**config.mk**
```make
export PLATFORM = sky130hd
export DESIGN_NAME = pcs_ctrl
export DESIGN_NICKNAME = d
export VERILOG_FILES = /design/src/rtl/pcs_pkg.sv /design/src/rtl/pcs_ctrl.sv
export SDC_FILE = /design/constraint.sdc
export NUM_CORES = 1
export LEC_CHECK = 0
export ABC_AREA = 1
export BUFFER_PORTS_ARGS = -buffer_cell sky130_fd_sc_hd__buf_4
export CORE_AREA = 3 3 40 42
export DETAILED_ROUTE_END_ITERATION = 8
export DIE_AREA = 0 0 43 45
export GPL_ROUTABILITY_DRIVEN = 0
export PLACE_DENSITY = 0.79
export SETUP_SLACK_MARGIN = 0.5
export SYNTH_ARGS = -nofsm -noshare
export SYNTH_HDL_FRONTEND = slang
export SYNTH_SLANG_ARGS = --single-unit
```
**constraint.sdc**
```tcl
create_clock -name clk -period 3.75 [get_ports clk]
set_input_delay 0 -clock clk [delete_from_list [all_inputs] [get_ports clk]]
set_output_delay 0 -clock clk [all_outputs]
set_load 0.02 [all_outputs]
```
**src/rtl/pcs_pkg.sv**
```systemverilog
// Shared types, codes and constants of the pixel canvas store.
`timescale 1ns / 1ps
`default_nettype none
package pcs_pkg;

    // Default sizes handed to the top level parameters
    localparam int MAX_WIDTH_DEF   = 64;
    localparam int MAX_HEIGHT_DEF  = 32;
    localparam int STORE_BYTES_DEF = 6144;

    // Field widths
    localparam int ACTION_W = 3;
    localparam int COORD_W  = 16;
    localparam int COLOR_W  = 8;
    localparam int WIDTH_W  = 7;
    localparam int HEIGHT_W = 6;
    localparam int CFG_IDX_W  = 3;
    localparam int CFG_DATA_W = 8;
    localparam int BPR_W    = 5;
    localparam int PROD_W   = WIDTH_W + HEIGHT_W;
    localparam int ADDR_W   = 16;
    localparam int COEF_W   = 16;
    localparam int ACC_W    = 24;
    localparam int IDX_W    = 2;

    // Actions
    localparam logic [ACTION_W-1:0] ACT_READ_RGB  = 3'd0;
    localparam logic [ACTION_W-1:0] ACT_READ_BIT  = 3'd1;
    localparam logic [ACTION_W-1:0] ACT_WRITE_RGB = 3'd2;
    localparam logic [ACTION_W-1:0] ACT_WRITE_BIT = 3'd3;
    localparam logic [ACTION_W-1:0] ACT_CLEAR     = 3'd4;

    // Store layouts
    localparam logic FMT_RGB  = 1'b0;
    localparam logic FMT_MONO = 1'b1;

    // Configuration register indexes
    localparam logic [CFG_IDX_W-1:0] CFG_WIDTH     = 3'd0;
    localparam logic [CFG_IDX_W-1:0] CFG_HEIGHT    = 3'd1;
    localparam logic [CFG_IDX_W-1:0] CFG_FORMAT    = 3'd2;
    localparam logic [CFG_IDX_W-1:0] CFG_INK_RED   = 3'd3;
    localparam logic [CFG_IDX_W-1:0] CFG_INK_GREEN = 3'd4;
    localparam logic [CFG_IDX_W-1:0] CFG_INK_BLUE  = 3'd5;

    // Byte offsets inside an RGB pixel
    localparam logic [IDX_W-1:0] IDX_RED   = 2'd0;
    localparam logic [IDX_W-1:0] IDX_GREEN = 2'd1;
    localparam logic [IDX_W-1:0] IDX_BLUE  = 2'd2;

    // Rec.601 luma weights, 16-bit fixed point
    localparam logic [COEF_W-1:0] LUMA_WR = 16'd19595;
    localparam logic [COEF_W-1:0] LUMA_WG = 16'd38470;
    localparam logic [COEF_W-1:0] LUMA_WB = 16'd7471;
    localparam logic [COLOR_W-1:0] MONO_WRITE_CUT = 8'd128;
    localparam logic [COLOR_W-1:0] MONO_MSB_MASK  = 8'h80;

    typedef struct packed {
        logic [ACTION_W-1:0]       action;
        logic signed [COORD_W-1:0] x;
        logic signed [COORD_W-1:0] y;
        logic [COLOR_W-1:0]        red;
        logic [COLOR_W-1:0]        green;
        logic [COLOR_W-1:0]        blue;
        logic                      on;
        logic [COLOR_W-1:0]        cutoff;
    } item_t;

    typedef struct packed {
        logic [COLOR_W-1:0] out_red;
        logic [COLOR_W-1:0] out_green;
        logic [COLOR_W-1:0] out_blue;
        logic               out_on;
    } result_t;

    // Controller to datapath
    typedef struct packed {
        logic             take;
        logic             mul;
        logic             adr;
        logic             luma;
        logic             rd;
        logic             wr;
        logic             resp;
        logic             clr;
        logic [IDX_W-1:0] idx;
    } cmd_t;

    // Datapath to controller
    typedef struct packed {
        logic [ACTION_W-1:0] action;
        logic                format;
        logic                in_canvas;
        logic                out_busy;
        logic                clr_last;
    } status_t;

    function automatic logic [COEF_W-1:0] luma_coef(input logic [IDX_W-1:0] idx);
        logic [COEF_W-1:0] c;
        case (idx)
            IDX_RED:   c = LUMA_WR;
            IDX_GREEN: c = LUMA_WG;
            default:   c = LUMA_WB;
        endcase
        return c;
    endfunction

endpackage
`default_nettype wire

```
**src/rtl/pcs_ctrl.sv**
```systemverilog
// Controller state machine sequencing store accesses for one item at a time.
`timescale 1ns / 1ps
`default_nettype none
module pcs_ctrl (
    input  wire logic             clk,
    input  wire logic             rst_n,
    input  wire logic             in_valid,
    output logic                  in_ready,
    input  wire pcs_pkg::status_t stat,
    output pcs_pkg::cmd_t         cmd
);
    typedef enum logic [3:0] {
        S_CLEAR,
        S_IDLE,
        S_MUL,
        S_ADR,
        S_LUMA,
        S_RD,
        S_RDW,
        S_WR,
        S_RESP
    } state_t;

    state_t                       state_reg, state_next;
    logic [pcs_pkg::IDX_W-1:0]    idx_reg, idx_next;
    logic                         is_read;
    logic [pcs_pkg::IDX_W-1:0]    rd_last;
    logic [pcs_pkg::IDX_W-1:0]    wr_last;

    assign is_read = (stat.action == pcs_pkg::ACT_READ_RGB) ||
                     (stat.action == pcs_pkg::ACT_READ_BIT);
    assign rd_last = (is_read && stat.format == pcs_pkg::FMT_RGB) ? pcs_pkg::IDX_BLUE
                                                                  : pcs_pkg::IDX_RED;
    assign wr_last = (stat.format == pcs_pkg::FMT_RGB) ? pcs_pkg::IDX_BLUE
                                                       : pcs_pkg::IDX_RED;
    assign in_ready = (state_reg == S_IDLE);

    always_comb
    begin
        state_next = state_reg;
        idx_next   = idx_reg;
        cmd        = '0;
        cmd.idx    = idx_reg;
        case (state_reg)
            S_CLEAR:
            begin
                cmd.clr = 1'b1;
                if (stat.clr_last)
                begin
                    state_next = S_IDLE;
                end
            end
            S_IDLE:
            begin
                if (in_valid)
                begin
                    cmd.take   = 1'b1;
                    state_next = S_MUL;
                end
            end
            S_MUL:
            begin
                cmd.mul = 1'b1;
                if (stat.action == pcs_pkg::ACT_CLEAR)
                begin
                    state_next = S_CLEAR;
                end
                else if (stat.action > pcs_pkg::ACT_CLEAR)
                begin
                    state_next = S_IDLE;
                end
                else
                begin
                    state_next = S_ADR;
                end
            end
            S_ADR:
            begin
                cmd.adr  = 1'b1;
                idx_next = pcs_pkg::IDX_RED;
                if (!stat.in_canvas)
                begin
                    state_next = is_read ? S_RESP : S_IDLE;
                end
                else if (is_read)
                begin
                    state_next = S_RD;
                end
                else if (stat.format == pcs_pkg::FMT_RGB)
                begin
                    state_next = S_WR;
                end
                else if (stat.action == pcs_pkg::ACT_WRITE_RGB)
                begin
                    state_next = S_LUMA;
                end
                else
                begin
                    state_next = S_RD;
                end
            end
            S_LUMA:
            begin
                cmd.luma = 1'b1;
                if (idx_reg == pcs_pkg::IDX_BLUE)
                begin
                    idx_next   = pcs_pkg::IDX_RED;
                    state_next = S_RD;
                end
                else
                begin
                    idx_next = idx_reg + 1'b1;
                end
            end
            S_RD:
            begin
                cmd.rd = 1'b1;
                if (idx_reg == rd_last)
                begin
                    idx_next   = pcs_pkg::IDX_RED;
                    state_next = S_RDW;
                end
                else
                begin
                    idx_next = idx_reg + 1'b1;
                end
            end
            S_RDW:
            begin
                state_next = is_read ? S_RESP : S_WR;
            end
            S_WR:
            begin
                cmd.wr = 1'b1;
                if (idx_reg == wr_last)
                begin
                    idx_next   = pcs_pkg::IDX_RED;
                    state_next = S_IDLE;
                end
                else
                begin
                    idx_next = idx_reg + 1'b1;
                end
            end
            S_RESP:
            begin
                if (!stat.out_busy)
                begin
                    cmd.resp   = 1'b1;
                    state_next = S_IDLE;
                end
            end
            default:
            begin
                state_next = S_IDLE;
            end
        endcase
    end

    always_ff @(posedge clk or negedge rst_n)
    begin
        if (!rst_n)
        begin
            state_reg <= S_CLEAR;
            idx_reg   <= pcs_pkg::IDX_RED;
        end
        else
        begin
            state_reg <= state_next;
            idx_reg   <= idx_next;
        end
    end
endmodule
`default_nettype wire

```
---- Yosys cells after proc, flatten, opt, wreduce, memory -nomap -nowiden ----
Index checks and enable logic that the tools add are counted.
operators by class
  bitwise logic cells ..................... 1
  eq/ne operators ......................... 20
  multiplexer cells ....................... 31
  $add $sub $neg .......................... 1
  $lt $le $gt $ge ......................... 1
  reductions and logical operators ........ 6
operators with widths
  operator                                              number
  two-way mux 4 bit                                     12
  case mux 4 bit (9 select lines)                       1
  equality test 4 x 3 -> 1 bit (second input constant)  4
  two-way mux 2 bit                                     6
  != test 2 bit (second input constant)                 6
  two-way mux 1 bit                                     11
  equality test 4 x 2 -> 1 bit (second input constant)  2
  case mux 2 bit (4 select lines)                       1
  AND reduction 6 bit                                   1
  equality test 2 bit                                   2
  equality test 4 x 1 -> 1 bit (second input constant)  1
  equality test 4 bit (second input constant)           1
  zero test 4 bit                                       1
  nonzero test 4 bit                                    1
  equality test 3 x 1 -> 1 bit (second input constant)  1
  equality test 3 x 2 -> 1 bit (second input constant)  1
  equality test 3 bit (second input constant)           1
  > comparator 3 bit (second input constant)            1
  zero test 3 bit                                       1
  adder 2 x 1 -> 2 bit (second input constant)          1
  equality test 2 bit (second input constant)           1
  logical AND 1 bit                                     1
  logical OR 1 bit                                      1
  NOT 1 bit                                             1
storage, ports and cells
  word-level logic and storage cells ...... 62
  register bits after elaboration ......... 6
  input bits .............................. 10
  output and inout bits ................... 11

---- Longest topological paths before layout ----
Gate-level depths: netlist of run 1.
  depth after elaboration ................. 7
  gate-level depth with buffers ........... 10
  mapped depth without buffers ............ 10

---- Worst setup path before layout of run 1 ----
Ideal clock, no wire load.
  path type ............................... register to output
  from .................................... reg state_reg[1]
  to ...................................... out cmd[3] in the netlist's numbering
  cell stages (with the launch flop) ...... 4
  buffers on the path ..................... 0
  data arrival time ....................... 1,358 ps
  data required time ...................... 3,750 ps
  setup slack ............................. 2,392 ps
  path through ............................ dfrtp_1 -> nor2_1 -> inv_1 -> nor4_1
RTL lines
  item                      RTL line         source
  start: declaration        pcs_ctrl.sv:24   state_t state_reg, state_next;
  start signal: assignment  pcs_ctrl.sv:169  state_reg <= state_next;
  end: declaration          pcs_ctrl.sv:10   output pcs_pkg::cmd_t cmd

==> results of run 1 <==
==> metrics by stage <==
step                      hold WS (ns)  setup slack [ns]  area, um2  util (%)
final                           0.0425              2.31        828      64.5
after global routing            0.0668              2.13        828      64.5
after CTS                       0.0385              2.32        828      64.5
after detailed placement        -0.189              2.38        796      61.9
after global placement          -0.191              2.41        796      61.9
after floorplan                 -0.296              2.39        627         -
==> worst max path at each step <==
| stage | end | slack [ns] | cells past startpoint |
|---|---|---|---|
| 5_1_grt | cmd[3] | 2.13 | 4 |
| 6_report | cmd[3] | 2.31 | 4 |
| 3_5_place_dp | state_reg[2] | 2.38 | 10 |
| 3_3_place_gp | state_reg[0] | 2.41 | 10 |
| 2_1_floorplan | cmd[3] | 2.39 | 3 |
| 4_1_cts | cmd[3] | 2.32 | 4 |
==> per-layer routing <==
layer | wire length, um | part of all wire [%] | GRT usage, % | vias to the layer above
met4 | 0 | 0 | 1.81 | 0
li1 | - | - | - | 384
met5 | 0 | 0 | 0 | -
met1 | 711 | 45 | 20.9 | 328
met3 | 90 | 5.7 | 4.78 | 0
met2 | 772 | 49 | 30.8 | 18
==> cell type report <==
type                       instances  area [um2]  share of cell area, %
clock buffer                       3        22.5                   2.72
timing repair buffer              21         160                   19.3
multi-input combinational         83         409                   49.4
inverter                          18        67.6                   8.16
tap                               15        18.8                   2.27
sequential                         6         150                   18.1
==> power by group <==
| group | total, mW | switching, mW | internal [mW] | leakage [nW] |
|---|---|---|---|---|
| Clock | 0.0582 | 0.0221 | 0.0361 | 0.0138 |
| Combinational | 0.368 | 0.230 | 0.138 | 0.408 |
| Sequential | 0.121 | 0.0326 | 0.0886 | 0.0784 |
| Total | 0.547 | 0.284 | 0.263 | 0.500 |
==> worst reg2reg max path: cells and delay by family (launching register included) <==
kind                       cells  cell delay (ns)
DFF                            1             0.45
and+or+nand+nor                6             0.42
buffers and inverters          3             0.21
adders and majority gates      1             0.21
==> cells by family after synthesis <==
family	Yosys count	share of synthesized area, %
adder cells (fa/ha/maj)	3	5.99
flip-flops	6	24.0
buffers and inverters	18	10.8
AO/OA/AOI/OAI	7	7.58
AND/OR/NAND/NOR	73	51.7
==> cells in the mapped netlist <==
library cell  count
inv_1            17
dfrtp_1           6
nand3_1          11
a22oi_1           1
nand3b_1          2
nor2_1           12
o21bai_1          2
nand2_2           1
nand2_1          38
ha_1              3
nor2_2            6
inv_2             1
o31ai_1           1
nand3_2           1
o21ai_0           1
o211ai_1          1
a21oi_1           1
nor4_1            1
nand4_1           1
==> flow_metrics.tcl, run 1 <==
set metrics [dict create \
    outcome "completed" \
    crit_start "state_reg[0]" \
    antenna_found_initial 0 \
    worst-setup-path-type "flip-flop to output port" \
    power.density_nw_per_um2 661 \
    largest_register_ffs 4 \
    critical_path_arrival_ns 1.44 \
    rows 13 \
    rsz0062_at_grt "no" \
    core_um2 1280 \
    cts_resized 0 \
    nFillCells 128 \
    grt_max_degree 7 \
    min_to "state_reg[3]" \
    die-area_um2 1940 \
    wl_per_cell_um 10.8 \
    slew_viol_final 0 \
    fin_tns_setup_ns 0 \
    grt_first_pass_wirelength_um 2490 \
    first_iter_violations 19 \
    worstPathCellList "nor2_1, inv_1, nor4_1, buf_4" \
    synth_nets 120 \
    first_global_vias 631 \
    worstPathRequired_ns 3.75 \
    worst_slew_pin_slew_ns 0.297 \
    wl_um 1570 \
    area_growth_pct 32.1 \
    cts-buffers-inserted 3 \
    rrSetupSlack_ns 2.36 \
    insertion_delay_ns 0.24 \
    post_cts_buffers 0 \
    clkTransAtPathRegs_ns 0.04 \
    htreeDepth 1 \
    r2r_start "idx_reg[0]" \
    via_per_inst 5.00 \
    io_pins 21 \
    ant_nets 0 \
    first_pass_iters 4 \
    hold_violations 0 \
    final_common_cell "nand2_1" \
    max_freq_ghz 0.696 \
    finalSetupViolations 0 \
    end_kind "output port" \
    cts-hold-fix-buffers 1 \
    ys_types 19 \
    hpwl_um 1320 \
    fp.dieW_um 43 \
    port_buffers 20 \
    path_delay_family "simple AND/OR/NAND/NOR gates" \
    worst-path-max-fanout 6 \
    place_inst 142 \
    hp-class "input pin to flip-flop" \
    r2r-end "state_reg[2]" \
    fin_nets 146 \
    die_h_um 45 \
    root_buffer "clkbuf_4" \
    synthCells 107 \
    grt_overflow_total 0 \
    antenna_cells 0 \
    maxSlewHeadroom_pct 80.2 \
    yosys-top-cells-area "dfrtp_1 24%, nand2_1 23%, inv_1 10%" \
    synth_top_cell_by_area "dfrtp_1" \
    grt_usage_pct 17.0 \
    drive_above_1_share_pct 24.4 \
    yosysWarningCount 0 \
    drc 0 \
    clock_sinks 6 \
    finalCritPeriodShare_pct 38.3 \
    skew_ns 0.00376 \
    synthDominantCellAreaShare_pct 24.0 \
    initial_core_util_pct 48.8 \
    min_period_ns 1.44 \
    vias 730 \
    tritoncts "done" \
    synth-seq-area-share_pct 24.0 \
    hp-start "stat[1]" \
    cp_slowest_cell "dfrtp_1" \
    layoutNonFillerInstCount 146 \
    worstSetupStartpointType "flip-flop" \
    syn_avg_cell_area_um2 5.86 \
    ff2ff_path_depth 10 \
    slowest_delay_ns 0.43 \
    irDropWorstVdd_mv 0.357 \
    path_buf_inv 2 \
    power_mw 0.547 \
    max-cap-violations 0 \
    syn_area_um2 627 \
    layout_common_cells "38 x nand2_1, 20 x buf_4, 17 x inv_1" \
    clockBufferDepth 2 \
    ys_ff_latch 6 \
    holdPathStages 3 \
    leakagePower_nw 0.500 \
]
(Power assumes the default switching activity.)
==> run 2: changes to the inputs <==
--- a/config.mk
+++ b/config.mk
@@ -5,13 +5,13 @@
 export SDC_FILE = /design/constraint.sdc
 export NUM_CORES = 1
 export LEC_CHECK = 0
-export ABC_AREA = 1
+export ABC_AREA = 0
 export BUFFER_PORTS_ARGS = -buffer_cell sky130_fd_sc_hd__buf_4
-export CORE_AREA = 3 3 40 42
+export CORE_MARGIN = 3
+export CORE_UTILIZATION = 50
 export DETAILED_ROUTE_END_ITERATION = 8
-export DIE_AREA = 0 0 43 45
 export GPL_ROUTABILITY_DRIVEN = 0
-export PLACE_DENSITY = 0.79
+export PLACE_DENSITY = 0.82
 export SETUP_SLACK_MARGIN = 0.5
 export SYNTH_ARGS = -nofsm -noshare
 export SYNTH_HDL_FRONTEND = slang
==> constraint.sdc (replaced) <==
create_clock -name clk -period 1.5 [get_ports clk]
set_input_delay 0 -clock clk [delete_from_list [all_inputs] [get_ports clk]]
set_output_delay 0 -clock clk [all_outputs]
set_load 0.02 [all_outputs]
==> run 2 against run 1 <==
Synthesized area increased by 14%. The run now fails in clock tree synthesis (4_1_cts). Synthesized cell count decreased by 20%.
==> flow_metrics.tcl, run 2 <==
set metrics [dict create \
    rows 13 \
    port_buffers 20 \
    first-error "[ERROR DPL-0038] Utilization greater than 100%, impossible to legalize" \
    synth_common_cells "7 x inv_1, 7 x nand2b_1, 6 x dfrtp_1, 5 x nor2_1" \
    synth_top_cell_by_area "dfrtp_1" \
    hpwl_um 1800 \
    synthDominantCellAreaShare_pct 20.9 \
    syn_avg_cell_area_um2 8.34 \
    synthCells 86 \
    cts-hold-fix-buffers 2 \
    lastStage "clock tree synthesis (4_1_cts)" \
    place_inst 140 \
    clock_sinks 6 \
    synth_flop_cell "dfrtp_1" \
    place_area_um2 1120 \
    io_pins 21 \
    post_cts_buffers 11 \
    cts_resized 20 \
    fp.dieW_um 43.9 \
    ys_ff_latch 6 \
    outcome "aborted with a tool error" \
    yosysWarningCount 0 \
    place_ws_ns -0.291 \
    synth_nets 99 \
    ys_types 40 \
    cts-buffers-inserted 3 \
    initial_core_util_pct 54.4 \
    yosys-top-cells-area "dfrtp_1 21%, nand2b_1 6.1%, ha_1 5.2%" \
    die_h_um 43.9 \
    clockBufferDepth 2 \
    synth-seq-area-share_pct 20.9 \
    root_buffer "clkbuf_4" \
    syn_area_um2 717 \
    synthArstFlopShare_pct 100 \
    synth_edf_count 0 \
    htreeDepth 1 \
]
-- run 2: cell families after synthesis --
| family | share of synthesized area [%] |
|---|---|
| buffers and inverters | 9.42 |
| DFF | 20.9 |
| and+or+nand+nor | 34.6 |
| adders and majority gates | 5.24 |
| AOI/OAI and AO/OA | 23.6 |
| muxes | 6.28 |
-- run 2: per-stage QoR --
step           setup TNS, ns  utilization (%)
3_3_place_gp          -0.587             85.3
3_5_place_dp          -0.913             85.3
2_1_floorplan         -0.705                -
==> run 3: changes to the inputs <==
--- a/config.mk
+++ b/config.mk
@@ -7,12 +7,11 @@
 export LEC_CHECK = 0
 export ABC_AREA = 0
 export BUFFER_PORTS_ARGS = -buffer_cell sky130_fd_sc_hd__buf_4
-export CORE_MARGIN = 3
-export CORE_UTILIZATION = 50
+export CORE_AREA = 3 3 64 66
 export DETAILED_ROUTE_END_ITERATION = 8
+export DIE_AREA = 0 0 67 69
 export GPL_ROUTABILITY_DRIVEN = 0
-export PLACE_DENSITY = 0.82
-export SETUP_SLACK_MARGIN = 0.5
+export PLACE_DENSITY_LB_ADDON = 0.15
 export SYNTH_ARGS = -nofsm -noshare
 export SYNTH_HDL_FRONTEND = slang
 export SYNTH_SLANG_ARGS = --single-unit
==> run 3 against run 2 <==
The flow now finishes, with violations (setup timing). Synthesized cell count unchanged. Synthesized area did not move.
==> flow_metrics.tcl, run 3 <==
set metrics [dict create \
    outcome "finished, violations left" \
    violations "setup timing" \
    drive_above_1_share_pct 53.0 \
    tritoncts "done" \
    worstSetupStartpointType "flip-flop" \
    largest_register_ffs 4 \
    synthCells 86 \
    area_growth_pct 71.2 \
    synth_common_cells "7 x inv_1, 7 x nand2b_1, 6 x dfrtp_1, 5 x nor2_1" \
    finalSetupViolations 5 \
    fp.dieW_um 67 \
    root_buffer "clkbuf_8" \
    ant_nets 0 \
    yosys-top-cells-area "dfrtp_1 21%, nand2b_1 6.1%, ha_1 5.2%" \
    max-cap-violations 0 \
    critical_path_arrival_ns 1.83 \
    antenna_found_initial 0 \
    syn_avg_cell_area_um2 8.34 \
    hp-class "input pin to flip-flop" \
    finalWorstSetupSlack_ns -0.236 \
    grt_use_met1_pct 14.6 \
    skew_ns 0.00787 \
    syn_area_um2 717 \
    clockBufferDepth 2 \
    cts-buffers-inserted 3 \
    fin_tns_setup_ns -0.765 \
    synth_flop_cell "dfrtp_1" \
    irDropWorstVdd_mv 0.645 \
    ys_ff_latch 6 \
    wl_per_cell_um 11.9 \
    ys_types 40 \
    clock_sinks 6 \
    first_iter_violations 23 \
    worst_slew_pin_slew_ns 0.357 \
    insertion_delay_ns 0.23 \
    post-route-util_pct 33.8 \
    leakagePower_nw 0.561 \
    synth_nets 99 \
    min_period_ns 1.74 \
    antenna_cells 0 \
    place_inst 173 \
    drc 0 \
    via_per_inst 4.59 \
    multi_input_area_um2 549 \
    rsz0062_at_grt "yes" \
    die_h_um 69 \
    met3_usage_pct 1.79 \
    max_freq_ghz 0.576 \
    grt_max_degree 14 \
    grt_usage_pct 10.4 \
    worstPathRequired_ns 1.60 \
    met2_usage_pct 15.0 \
    grt_overflow_total 0 \
    worst-setup-path-type "flip-flop to flip-flop" \
    nFillCells 412 \
    final_common_cell "buf_4" \
    fin_nets 148 \
    first_pass_iters 4 \
    end_kind "flip-flop" \
    synth-seq-area-share_pct 20.9 \
    die-area_um2 4620 \
    place_ws_ns -0.267 \
    vias 835 \
    io_pins 21 \
    synthArstFlopShare_pct 100 \
    worst-path-max-fanout 4 \
    synth_top_cell_by_area "dfrtp_1" \
    initial_core_util_pct 19.7 \
    hpwl_um 1750 \
    maxSlewHeadroom_pct 76.2 \
    power.density_nw_per_um2 1870 \
    rows 22 \
    layout_common_cells "51 x buf_4, 7 x nand2b_1, 6 x inv_1" \
    yosysWarningCount 0 \
    finalCritPeriodShare_pct 116 \
    hold_violations 0 \
    synthDominantCellAreaShare_pct 20.9 \
    slew_viol_final 0 \
    port_buffers 20 \
    grt.busiest_layer "met2" \
    core_um2 3630 \
    layoutNonFillerInstCount 182 \
    htreeDepth 1 \
    clkTransAtPathRegs_ns 0.04 \
    wl_um 2170 \
    synth_edf_count 0 \
    power_mw 2.30 \
    ff_latch_area_um2 154 \
    grt_first_pass_wirelength_um 3810 \
    first_global_vias 828 \
]
[run 3: cell counts after synthesis]
No cell type changed its count.
[run 3: routing by layer]
layer / up-vias / wire (um)
li1: 415 / -
met1: 388 / 1070
met2: 28 / 947
met3: 4 / 120
met4: 0 / 32
met5: - / 0
[run 3: worst max-delay path, stage by stage, from the launching register on]
cell       delay, ns
dfrtp_1         0.40
and4b_4         0.23
nor4_4          0.25
nor3_4          0.07
a2111oi_4       0.29
mux2_1          0.36
[run 3: logic make-up after synthesis]
logic type / Yosys count / share of synthesized area (%)
AO/OA/AOI/OAI: 20 / 23.6
adder cells (fa/ha/maj): 3 / 5.24
buffers and inverters: 15 / 9.42
flip-flops: 6 / 20.9
multiplexers: 4 / 6.28
AND/OR/NAND/NOR: 38 / 34.6
[run 3: cell type report]
type	instances	area share (%)
clock buffer	4	3.67
inverter	7	2.14
multi-input combinational	65	44.8
sequential	6	12.5
tap	48	4.89
timing repair buffer	52	32.0
[run 3: through the flow]
| step | hold WS, ns | area [um2] |
|---|---|---|
| 4_1_cts | 0.0229 | 1200 |
| 3_3_place_gp | -0.185 | 1120 |
| 2_1_floorplan | -0.296 | 756 |
| 3_5_place_dp | -0.185 | 1120 |
| 5_1_grt | 0.0439 | 1230 |
| 6_report | 0.0257 | 1230 |
[run 3: power breakdown]
part	switching, mW	total (mW)	internal (mW)	leakage, nW
clock network	0.0782	0.262	0.184	0.0228
registers	0.0818	0.319	0.237	0.0730
logic	0.813	1.72	0.906	0.465
[run 3: worst paths after layout]
path,from,endpoint,slack (ns),cells past startpoint
max,state_reg[2],state_reg[0],-0.24,5
min,stat[1],state_reg[3],0.03,3
max reg2reg,state_reg[2],state_reg[0],-0.24,5
min reg2reg,idx_reg[0],idx_reg[0],0.74,4
max in group asynchronous,rst_n,state_reg[0],1.24,2
min in group asynchronous,rst_n,idx_reg[0],0.12,2
[run 3: what timing repair did]
| item | 4_1_cts | 5_1_grt |
|---|---|---|
| buffers inserted | 3 | 2 |
| endpoints found under the setup margin | 5 | 6 |
| gates resized for setup | 4 | 2 |
| endpoints found under the hold margin | 6 | 0 |
| pin swaps | 1 | 0 |
| hold buffers | 1 | 0 |
